File: src/hdl/asdb_pkg.sv
// Shared types, constants and the font table for the segment display buffer.
// Depends on nothing; every other file in hdl imports this package.
package asdb_pkg;

    // Sizes and defaults.
    localparam int NUM_DIGITS_DEF  = 4;
    localparam int IMAGE_BYTES_DEF = 16;
    localparam int STORE_BYTES     = 16;
    localparam int IDX_W           = 4;
    localparam int SEGS_PER_DIGIT  = 14;

    // Action codes.
    localparam logic [1:0] ACT_SET_CHAR  = 2'd0;
    localparam logic [1:0] ACT_CLEAR     = 2'd1;
    localparam logic [1:0] ACT_SET_POINT = 2'd2;
    localparam logic [1:0] ACT_FLUSH     = 2'd3;

    // Fixed bytes and positions.
    localparam logic [7:0]       REG_BYTE   = 8'h00;
    localparam logic [IDX_W-1:0] POINT_BYTE = 4'h3;
    localparam logic [6:0]       GLYPH_ALL  = 7'd95;

    // Image byte that holds each segment; segments h and i are swapped.
    localparam logic [IDX_W-1:0] SEG_BYTE [SEGS_PER_DIGIT] = '{
        4'd0, 4'd2, 4'd4, 4'd6, 4'd8, 4'd10, 4'd12,
        4'd2, 4'd0, 4'd4, 4'd6, 4'd8, 4'd10, 4'd12
    };

    // Segments h..n sit in the upper nibble of their byte.
    localparam logic [SEGS_PER_DIGIT-1:0] SEG_HI = 14'b11111110000000;

    // Font table for codes 32..127.
    localparam logic [SEGS_PER_DIGIT-1:0] FONT_ROM [96] = '{
        14'h0000, 14'h0208, 14'h0202, 14'h134E, 14'h136D, 14'h2424, 14'h0CD9, 14'h0200,
        14'h0039, 14'h000F, 14'h3E80, 14'h1340, 14'h2000, 14'h0140, 14'h0000, 14'h2400,
        14'h003F, 14'h0406, 14'h015B, 14'h014F, 14'h0166, 14'h016D, 14'h017D, 14'h1401,
        14'h017F, 14'h0167, 14'h0000, 14'h2200, 14'h0C00, 14'h0148, 14'h1080, 14'h1103,
        14'h033B, 14'h0177, 14'h130F, 14'h0039, 14'h120F, 14'h0179, 14'h0171, 14'h013D,
        14'h0176, 14'h1209, 14'h001E, 14'h0C70, 14'h0038, 14'h04B6, 14'h08B6, 14'h003F,
        14'h0173, 14'h083F, 14'h0973, 14'h018D, 14'h1201, 14'h003E, 14'h2430, 14'h2836,
        14'h2C80, 14'h1480, 14'h2409, 14'h0039, 14'h0880, 14'h000F, 14'h2800, 14'h0008,
        14'h0080, 14'h015F, 14'h0878, 14'h0158, 14'h210E, 14'h0079, 14'h0071, 14'h018F,
        14'h0174, 14'h1000, 14'h000E, 14'h1E00, 14'h1200, 14'h1154, 14'h0850, 14'h015C,
        14'h0471, 14'h0963, 14'h0050, 14'h018D, 14'h0078, 14'h001C, 14'h2010, 14'h2814,
        14'h2C80, 14'h030E, 14'h2409, 14'h20C9, 14'h1200, 14'h0D09, 14'h0152, 14'h3FFF
    };

    // Input item.
    typedef struct packed {
        logic [1:0] action;
        logic [1:0] digit;
        logic [7:0] char_code;
        logic       point_on;
    } item_t;

    // Result item.
    typedef struct packed {
        logic [7:0] frame_byte;
        logic       frame_last;
    } result_t;

    // Commands from the controller to the datapath.
    typedef struct packed {
        logic             do_char;
        logic             do_clear;
        logic             do_point;
        logic             emit;
        logic             emit_reg;
        logic [IDX_W-1:0] emit_idx;
        logic             emit_last;
    } ctrl_cmd_t;

    // Glyph lookup; codes outside 32..127 show all segments.
    function automatic logic [SEGS_PER_DIGIT-1:0] font_glyph(input logic [7:0] code);
        logic [6:0] idx;
        if (code[7] == 1'b0 && code[6:5] != 2'b00)
        begin
            idx = code[6:0] - 7'd32;
        end
        else
        begin
            idx = GLYPH_ALL;
        end
        return FONT_ROM[idx];
    endfunction

endpackage

File: src/hdl/asdb_ctrl.sv
// Controller for the segment display buffer: accepts actions and sequences
// the flush stream. Depends on asdb_pkg.
module asdb_ctrl #(
    parameter int NUM_DIGITS  = asdb_pkg::NUM_DIGITS_DEF,
    parameter int IMAGE_BYTES = asdb_pkg::IMAGE_BYTES_DEF
) (
    input  logic                 clk,
    input  logic                 rst_n,
    input  logic                 start,
    input  logic [1:0]           action,
    input  logic [1:0]           digit,
    output logic                 busy,
    output asdb_pkg::ctrl_cmd_t  ctrl
);
    import asdb_pkg::*;

    localparam int CNT_W = $clog2(IMAGE_BYTES + 1);

    typedef enum logic {
        ST_IDLE,
        ST_STREAM
    } state_t;

    state_t           state_reg, state_next;
    logic [CNT_W-1:0] count_reg, count_next;
    logic [CNT_W-1:0] rd_pos;
    logic             accept;
    logic             last_pos;

    // Item transfer and stream position.
    assign accept   = start && !busy;
    assign busy     = (state_reg != ST_IDLE);
    assign last_pos = (count_reg == CNT_W'(IMAGE_BYTES));
    assign rd_pos   = count_reg - CNT_W'(1);

    // Next state, counter and commands.
    always_comb
    begin
        state_next     = state_reg;
        count_next     = count_reg;
        ctrl           = '0;
        ctrl.emit_idx  = rd_pos[IDX_W-1:0];
        ctrl.emit_reg  = (count_reg == '0);
        ctrl.emit_last = last_pos;
        unique case (state_reg)
            ST_IDLE:
            begin
                if (accept)
                begin
                    unique case (action)
                        ACT_SET_CHAR:
                        begin
                            ctrl.do_char = ({1'b0, digit} < 3'(NUM_DIGITS));
                        end
                        ACT_CLEAR:
                        begin
                            ctrl.do_clear = 1'b1;
                        end
                        ACT_SET_POINT:
                        begin
                            ctrl.do_point = 1'b1;
                        end
                        default:
                        begin
                            state_next = ST_STREAM;
                            count_next = '0;
                        end
                    endcase
                end
            end
            ST_STREAM:
            begin
                ctrl.emit  = 1'b1;
                count_next = count_reg + CNT_W'(1);
                if (last_pos)
                begin
                    state_next = ST_IDLE;
                end
            end
            default:
            begin
                state_next = ST_IDLE;
            end
        endcase
    end

    // State and counter registers.
    always_ff @(posedge clk or negedge rst_n)
    begin
        if (!rst_n)
        begin
            state_reg <= ST_IDLE;
            count_reg <= '0;
        end
        else
        begin
            state_reg <= state_next;
            count_reg <= count_next;
        end
    end

endmodule

File: src/hdl/asdb_datapath.sv
// Datapath for the segment display buffer: the 16-byte segment image, the
// font lookup and the registered output byte. Depends on asdb_pkg.
module asdb_datapath (
    input  logic                clk,
    input  logic                rst_n,
    input  asdb_pkg::ctrl_cmd_t ctrl,
    input  logic [1:0]          digit,
    input  logic [7:0]          char_code,
    input  logic                point_on,
    output logic                result_valid,
    output asdb_pkg::result_t   result
);
    import asdb_pkg::*;

    logic [7:0]                image_reg [STORE_BYTES];
    logic [7:0]                image_next [STORE_BYTES];
    logic [SEGS_PER_DIGIT-1:0] glyph;
    logic                      valid_reg;
    result_t                   result_reg, result_next;

    assign glyph = font_glyph(char_code);

    // Image update for set-character, clear and decimal point actions.
    always_comb
    begin
        image_next = image_reg;
        if (ctrl.do_clear)
        begin
            for (int b = 0; b < STORE_BYTES; b++)
            begin
                image_next[b] = '0;
            end
        end
        if (ctrl.do_point)
        begin
            image_next[POINT_BYTE][0] = point_on;
        end
        if (ctrl.do_char)
        begin
            for (int s = 0; s < SEGS_PER_DIGIT; s++)
            begin
                image_next[SEG_BYTE[s]][{SEG_HI[s], digit}] = glyph[s];
            end
        end
    end

    // Output byte for the current stream position.
    always_comb
    begin
        result_next.frame_byte = ctrl.emit_reg ? REG_BYTE : image_reg[ctrl.emit_idx];
        result_next.frame_last = ctrl.emit_last;
    end

    // Image and output valid registers.
    always_ff @(posedge clk or negedge rst_n)
    begin
        if (!rst_n)
        begin
            for (int b = 0; b < STORE_BYTES; b++)
            begin
                image_reg[b] <= '0;
            end
            valid_reg <= 1'b0;
        end
        else
        begin
            image_reg <= image_next;
            valid_reg <= ctrl.emit;
        end
    end

    // Output payload register.
    always_ff @(posedge clk)
    begin
        if (ctrl.emit)
        begin
            result_reg <= result_next;
        end
    end

    assign result_valid = valid_reg;
    assign result       = result_reg;

endmodule

File: src/hdl/alnum_segment_display_buffer_core.sv
// Segment image buffer for a four-digit 14-segment display.
// Set character, clear and decimal point leave busy low, so such items may
// follow every cycle. A flush holds busy high while the stream counter steps
// through the register byte and the 16 image bytes; the first byte passes the
// state register and the output register, the rest follow each cycle without
// gaps. The receiver cannot stall. Reset clears the image to zeros and idles.
module alnum_segment_display_buffer_core #(
    parameter int NUM_DIGITS  = asdb_pkg::NUM_DIGITS_DEF,
    parameter int IMAGE_BYTES = asdb_pkg::IMAGE_BYTES_DEF
) (
    input  logic              clk,
    input  logic              rst_n,
    input  logic              start,
    output logic              busy,
    input  asdb_pkg::item_t   cmd,
    output logic              result_valid,
    output asdb_pkg::result_t result
);
    import asdb_pkg::*;

    ctrl_cmd_t ctrl;

    // Action sequencing.
    asdb_ctrl #(
        .NUM_DIGITS  (NUM_DIGITS),
        .IMAGE_BYTES (IMAGE_BYTES)
    ) u_ctrl (
        .clk    (clk),
        .rst_n  (rst_n),
        .start  (start),
        .action (cmd.action),
        .digit  (cmd.digit),
        .busy   (busy),
        .ctrl   (ctrl)
    );

    // Segment image and output register.
    asdb_datapath u_datapath (
        .clk          (clk),
        .rst_n        (rst_n),
        .ctrl         (ctrl),
        .digit        (cmd.digit),
        .char_code    (cmd.char_code),
        .point_on     (cmd.point_on),
        .result_valid (result_valid),
        .result       (result)
    );

endmodule

File: config.mk
export PLATFORM = sky130hd
export DESIGN_NAME = alnum_segment_display_buffer_core
export DESIGN_NICKNAME = d
export VERILOG_FILES = /design/src/hdl/asdb_pkg.sv /design/src/hdl/asdb_ctrl.sv /design/src/hdl/asdb_datapath.sv /design/src/hdl/alnum_segment_display_buffer_core.sv
export SDC_FILE = /design/constraint.sdc
export NUM_CORES = 1
export LEC_CHECK = 0
export ABC_AREA = 1
export BUFFER_PORTS_ARGS = -buffer_cell sky130_fd_sc_hd__buf_2
export CORE_ASPECT_RATIO = 1.5
export CORE_UTILIZATION = 40
export CTS_BUF_LIST = sky130_fd_sc_hd__clkbuf_4 sky130_fd_sc_hd__clkbuf_8 sky130_fd_sc_hd__clkbuf_16
export DETAILED_ROUTE_END_ITERATION = 8
export PLACE_DENSITY_LB_ADDON = 0.1
export SYNTH_ARGS = -nofsm -noshare
export SYNTH_HDL_FRONTEND = slang
export SYNTH_SLANG_ARGS = --single-unit
export TNS_END_PERCENT = 1
File: constraint.sdc
create_clock -name clk -period 5.4 [get_ports clk]
set_clock_uncertainty 0.15 [all_clocks]
set_input_delay 0 -clock clk [delete_from_list [all_inputs] [get_ports clk]]
set_output_delay 0 -clock clk [all_outputs]
set_load 0.03 [all_outputs]
# Yosys cells after proc, flatten, opt, wreduce, memory -nomap -nowiden
# Memories as Yosys holds them, arrays and structs flattened.
# Index checks and enable logic that the tools add are counted.
# W data, S select, Z words.
totals:
  rom_bits: 1792
  regBits: 73
  inputBits: 16
  mem_count: 1
  output_inout_bits: 11
classes:
  bitwise_logic: 4
  muxes: 46
  n_lt_le_gt_ge: 6
  n_eq_ne: 5
  add_sub_neg: 3
  reduce_logical: 11
memory_table:
  columns: ["memory", "words", "width", "read_ports", "rd_ports_with_merged_regs", "write_ports", "line_no", "source"]
  rows:
  - ["(no name shown)", 128, 14, 1, 0, 0, "asdb_pkg.sv:84", "return FONT_ROM[idx];"]
op_table:
  columns: ["op", "count"]
  rows:
  - ["$mux W128", 1]
  - ["$bwmux W8", 14]
  - ["$mux W8", 9]
  - ["$bmux W8 S4", 1]
  - ["$mux W14", 2]
  - ["$mux W1", 10]
  - ["$mux W5", 2]
  - ["$pmux W5 S2", 1]
  - ["$ge A8 B8 Y1 const B", 1]
  - ["$not A7 Y8", 1]
  - ["$mux W7", 1]
  - ["$sub A7 B6 Y7 const B", 1]
  - ["$mux W3", 2]
  - ["$add A5 B1 Y5 const B", 1]
  - ["$eq A5 B5 Y1 const B", 1]
  - ["$ge A5 B5 Y1 const B", 1]
  - ["$logic_not A5 Y1", 1]
  - ["$not A4 Y5", 1]
  - ["$demux W1 S2", 2]
  - ["$logic_and A1 B1 Y1", 4]
  - ["$lt A2 B4 Y1 const B", 1]
  - ["$lt A3 B4 Y1 const B", 1]
  - ["$reduce_bool A2 Y1", 2]
  - ["$sub A4 B1 Y4 const B", 1]
  - ["other kinds (12)", 13]

# Depth between registers and ports, before layout
depth:
  ltp_word: 10
  depth_mapped: 19
  ltp_nobuf: 17

# Cells and area by module
# From an unflattened synthesis, not the netlist that was laid out.
hier_totals:
  cells_unflattened: 822
  hier_area_um2: 5270.1
modules_own_cells:
  columns: ["mod", "area_per_inst_um2", "cells_per_inst", "instances"]
  rows:
  - ["asdb_datapath", 4818.4, 758, 1]
  - ["asdb_ctrl", 451.7, 64, 1]

# Worst setup path before layout
# No wires, ideal clock.
synth_path:
  path_type: "input-to-reg"
  from: "in cmd[6] (netlist bit)"
  to: "reg u_datapath.image_reg[59] (netlist bit)"
  path_slack_ns: 3.167
  t_arrival_ns: 2.017
  path_stages: 17
  path_cell_list: "inv_1 > ha_1 > nor2_2 > buf_6 > buf_2 > nand2_1 > inv_1 > ha_1 > inv_1 > nand4_1 > nand3_1 > nand2_1 > nand2_1 > nand2_1 > nand2_1 > nand2_1 > nand2_1"
synth_lines:
  columns: ["item", "line_no", "source"]
  rows:
  - ["start, declared", "alnum_segment_display_buffer_core.sv:15", "input asdb_pkg::item_t cmd,"]
  - ["end signal, assigned", "asdb_datapath.sv:67", "image_reg <= image_next;"]
  - ["end, declared", "asdb_datapath.sv:15", "logic [7:0] image_reg [STORE_BYTES];"]

# Final worst setup path
layout_path:
  from: "reg u_ctrl.count_reg[0]"
  to: "reg u_datapath.result_reg, in the netlist u_datapath.result[2], data pin"
layout_via:
  elab_chain_cells: 5
  word_cells_on_any_way: 6
  cone_classes: "1 x add/sub; 3 x mux; 1 x bitwise; 1 x reduce/logical"
layout_rtl:
  columns: ["item", "line_no", "source"]
  rows:
  - ["start, declared", "asdb_ctrl.sv:25", "logic [CNT_W-1:0] count_reg, count_next;"]
  - ["start signal, assigned", "asdb_ctrl.sv:98", "count_reg <= count_next;"]
  - ["$sub A4 B1 Y4", "asdb_ctrl.sv:34", "assign rd_pos = count_reg - CNT_W'(1);"]
  - ["$not A4 Y5 (implied by the code)", "asdb_datapath.sv:50", "result_next.frame_byte = ctrl.emit_reg ? REG_BYTE : image_reg[ctrl.emit_idx];"]
  - ["$bmux W8 S4", "asdb_datapath.sv:50", null]
  - ["$mux W8 (implied by the code) (2 in series)", "asdb_datapath.sv:50", null]
  - ["end signal, assigned", "asdb_datapath.sv:77", "result_reg <= result_next;"]
  - ["end, declared", "asdb_datapath.sv:19", "result_t result_reg, result_next;"]
# Several ways; a longest one is shown, not always the timed one. The select of a mux whose other input is x is not followed.
# A chain may end at the register's enable or synchronous reset.

==> summary.txt <==
Timing
  • Max Slew Vio Count: 0
  • Post-route minimum period: 3.85 ns
  • Fmax: 260 MHz
  • TNS Setup: 0 ns
  • Min setup slack post-route: 1.55 ns
  • Max-slew headroom: 0.252
  • # setup viols final: 0
  • Final Cycle Share: 0.713
  • Worst-Margin Slew: 1.12 ns
  • RSZ-0062 raised after global routing: false
  • Final Hold Violating Endpoints: 0

Setup path
  • Worst Setup End Kind: flip-flop
  • Critical path class: reg -> reg
  • WP data arrival: 3.76 ns
  • Max incr delay on CP: 1.03 ns
  • Master of the slowest instance on the critical path: ha_1
  • Critical Path RT: 5.31 ns
  • Cell breakdown of the critical path: buf_4 > inv_1 > ha_1 > inv_1 > nand3_1 > a21oi_1 > o21ai_0 > a21oi_1
  • CP Max Fanout: 51
  • Critical Path Source Type: flip-flop

Synth
  • Post-synthesis sequential area ratio: 0.346
  • EDFF count, synth: 9
  • Ys Warns: 0
  • Library cells used by synthesis: 34
  • Seq cells post-synth: 73
  • Synth async-reset ratio: 0.877
  • Mapped Cells: 812
  • Avg Inst Size Synth: 6.66 sq um
  • Mapped Nets: 843
  • Post-Syn Area: 5410 sq um
  • Top_reg_cell synth: dfrtp_1

Pwr
  • Pleak: 3.02 nW
  • Maximum vdd drop: 0.000207 V
  • Power density cells: 426 nW/um^2

Finish
  • Filler cells: 1345
  • FF+latch area: 1870 sq um
  • Antenna Cells: 0
  • Share of cells above drive strength 1: 0.0845
  • Most frequent cells in the layout: nand2_1 (230), nand3_1 (205), dfrtp_1 (64), a21oi_1 (52), nor2_1 (46)
  • Post-layout util: 0.453
  • Area delta synth->final: 9.50%
  • Nets: 843
  • Area of the multi-input gates: 3100 sq um
  • Number of flip-flops in the largest register: 57
  • Most common cell after layout, fill and taps aside: nand2_1

CTS
  • Worst skew pair latency: 0.34 ns
  • Reg clk slew, reported paths: 0.06 ns
  • Number of H-tree levels: 3
  • Setup bufs post-CTS: 0
  • TritonCTS clock tree: done
  • Clk sinks: 73
  • CTS buffer count: 9
  • Longest Clk Path Bufs: 2
  • Root buf cell: clkbuf_16

GRT
  • GR Overflow Total: 0
  • Initial antenna violation count: 0
  • First-pass GRT wire length: 33400 um
  • Largest net degree at the start of global routing: 65
  • Gr usage total: 0.312
  • Vias in the first global route: 6037

Job
  • Count of maximum capacitance violations: 0

Routing
  • Routed wire length: 21200 um
  • Initial DRC Count: 464
  • Drt drc: 0
  • Post-route ant nets: 0
  • Routed WL per cell: 21.7 um
  • Vias: 6016
  • Drt pass-1 iters: 5
  • Via-per-instance ratio: 6.16

Floorplan
  • Initial core utilization: 0.414
  • Core region area: 13100 sq um
  • Die width: 97.0 um
  • Die Area: 14000 sq um
  • Die H: 144 um
  • IO Count: 27
  • Rows: 51

Place
  • GPL Wtd Cong: 1.07
  • Hpwl dp: 14800 um
  • Post-Place Worst Slack: 1.60 ns
  • I/O Buffers: 26

Run status
  • Outcome: complete, no violations

Hold path
  • HP Class: in -> reg
==> per-stage QoR <==
step                      hold slack, ns  total power, mW  cells  area [sq um]
after floorplan                   -0.446             1.57    812          5410
after global placement            0.0900             1.87    954          5540
after detailed placement          0.0930             1.86    954          5540
after CTS                        0.00916             2.51    976          5930
after global routing              0.0333             2.67    976          5930
final                             0.0188             2.52    976          5930
==> Yosys cell counts, types with 3 or more instances <==
cell      number  area (sq um)
clkbuf_1      18          67.6
o22ai_1        3          18.8
o211ai_1       5          37.5
buf_2         22           110
inv_2          5          18.8
o21ai_0       25           125
ha_1          15           188
edfxtp_1       9           270
nand4_1       25           156
o21ai_1       13          65.1
dfrtp_1       64          1600
buf_6          3          33.8
a31oi_1        4          25.0
nand3_1      205          1030
nor2_1        46           173
inv_1         41           154
nor2_2         3          18.8
nand2_1      231           867
buf_4          4          30.0
a21oi_1       52           260
==> critical path, delay by kind of cell (launching register included) <==
family	cells	cell delay (ns)
AO/OA/AOI/OAI	3	0.43
adder cells (fa/ha/maj)	1	1.03
buffers and inverters	3	1.38
flip-flops	1	0.33
AND/OR/NAND/NOR	1	0.23
==> cells by family (layout without fill, tap and decap cells) <==
| group | after synthesis | count (layout) | share of synthesized area |
|---|---|---|---|
| and+or+nand+nor | 519 | 519 | 0.430 |
| xor gates and xnor gates | 3 | 3 | 0.00763 |
| DFF | 73 | 73 | 0.346 |
| AOI/OAI and AO/OA | 104 | 104 | 0.101 |
| adders and majority gates | 15 | 15 | 0.0347 |
| buffers and inverters | 98 | 103 | 0.0809 |
==> worst paths after layout <==
path | to | cells past startpoint | slack, ns | from
hold / removal | u_ctrl.count_reg[1] | 4 | 0.02 | cmd[12]
hold reg to reg | u_datapath.image_reg[75] | 2 | 0.36 | u_datapath.image_reg[75]
max in group asynchronous | u_datapath.image_reg[40] | 3 | 4.29 | rst_n
setup reg to reg | u_datapath.result[2] | 8 | 1.55 | u_ctrl.count_reg[0]
setup / recovery | u_datapath.result[2] | 8 | 1.55 | u_ctrl.count_reg[0]
min in group asynchronous | u_datapath.image_reg[96] | 3 | 0.24 | rst_n
==> per-layer routing <==
| layer | wire length [um] | vias to the layer above | GRT usage |
|---|---|---|---|
| met5 | 0 | - | 0 |
| met4 | 1530 | 0 | 0.232 |
| met3 | 1310 | 107 | 0.0387 |
| met2 | 10700 | 354 | 0.569 |
| met1 | 7670 | 2806 | 0.329 |
| li1 | - | 2749 | - |
==> final cells by class <==
cell class / instances / share of cell area
clock buffer: 12 / 0.0469
clock inverter: 4 / 0.00781
inverter: 48 / 0.0310
multi-input combinational: 641 / 0.524
sequential: 73 / 0.316
tap: 159 / 0.0336
timing repair buffer: 39 / 0.0410
==> where the power goes <==
part,internal (mW),switching (mW),leakage [nW]
Sequential,0.727,0.109,0.958
Clock,0.409,0.233,0.164
Combinational,0.261,0.784,1.90
==> repair_timing <==
action	4_1_cts	5_1_grt
gates resized for setup	0	0
hold buffers	6	0
hold endpoints to repair	71	0
No activity file was read; power rests on OpenSTA's default activity.
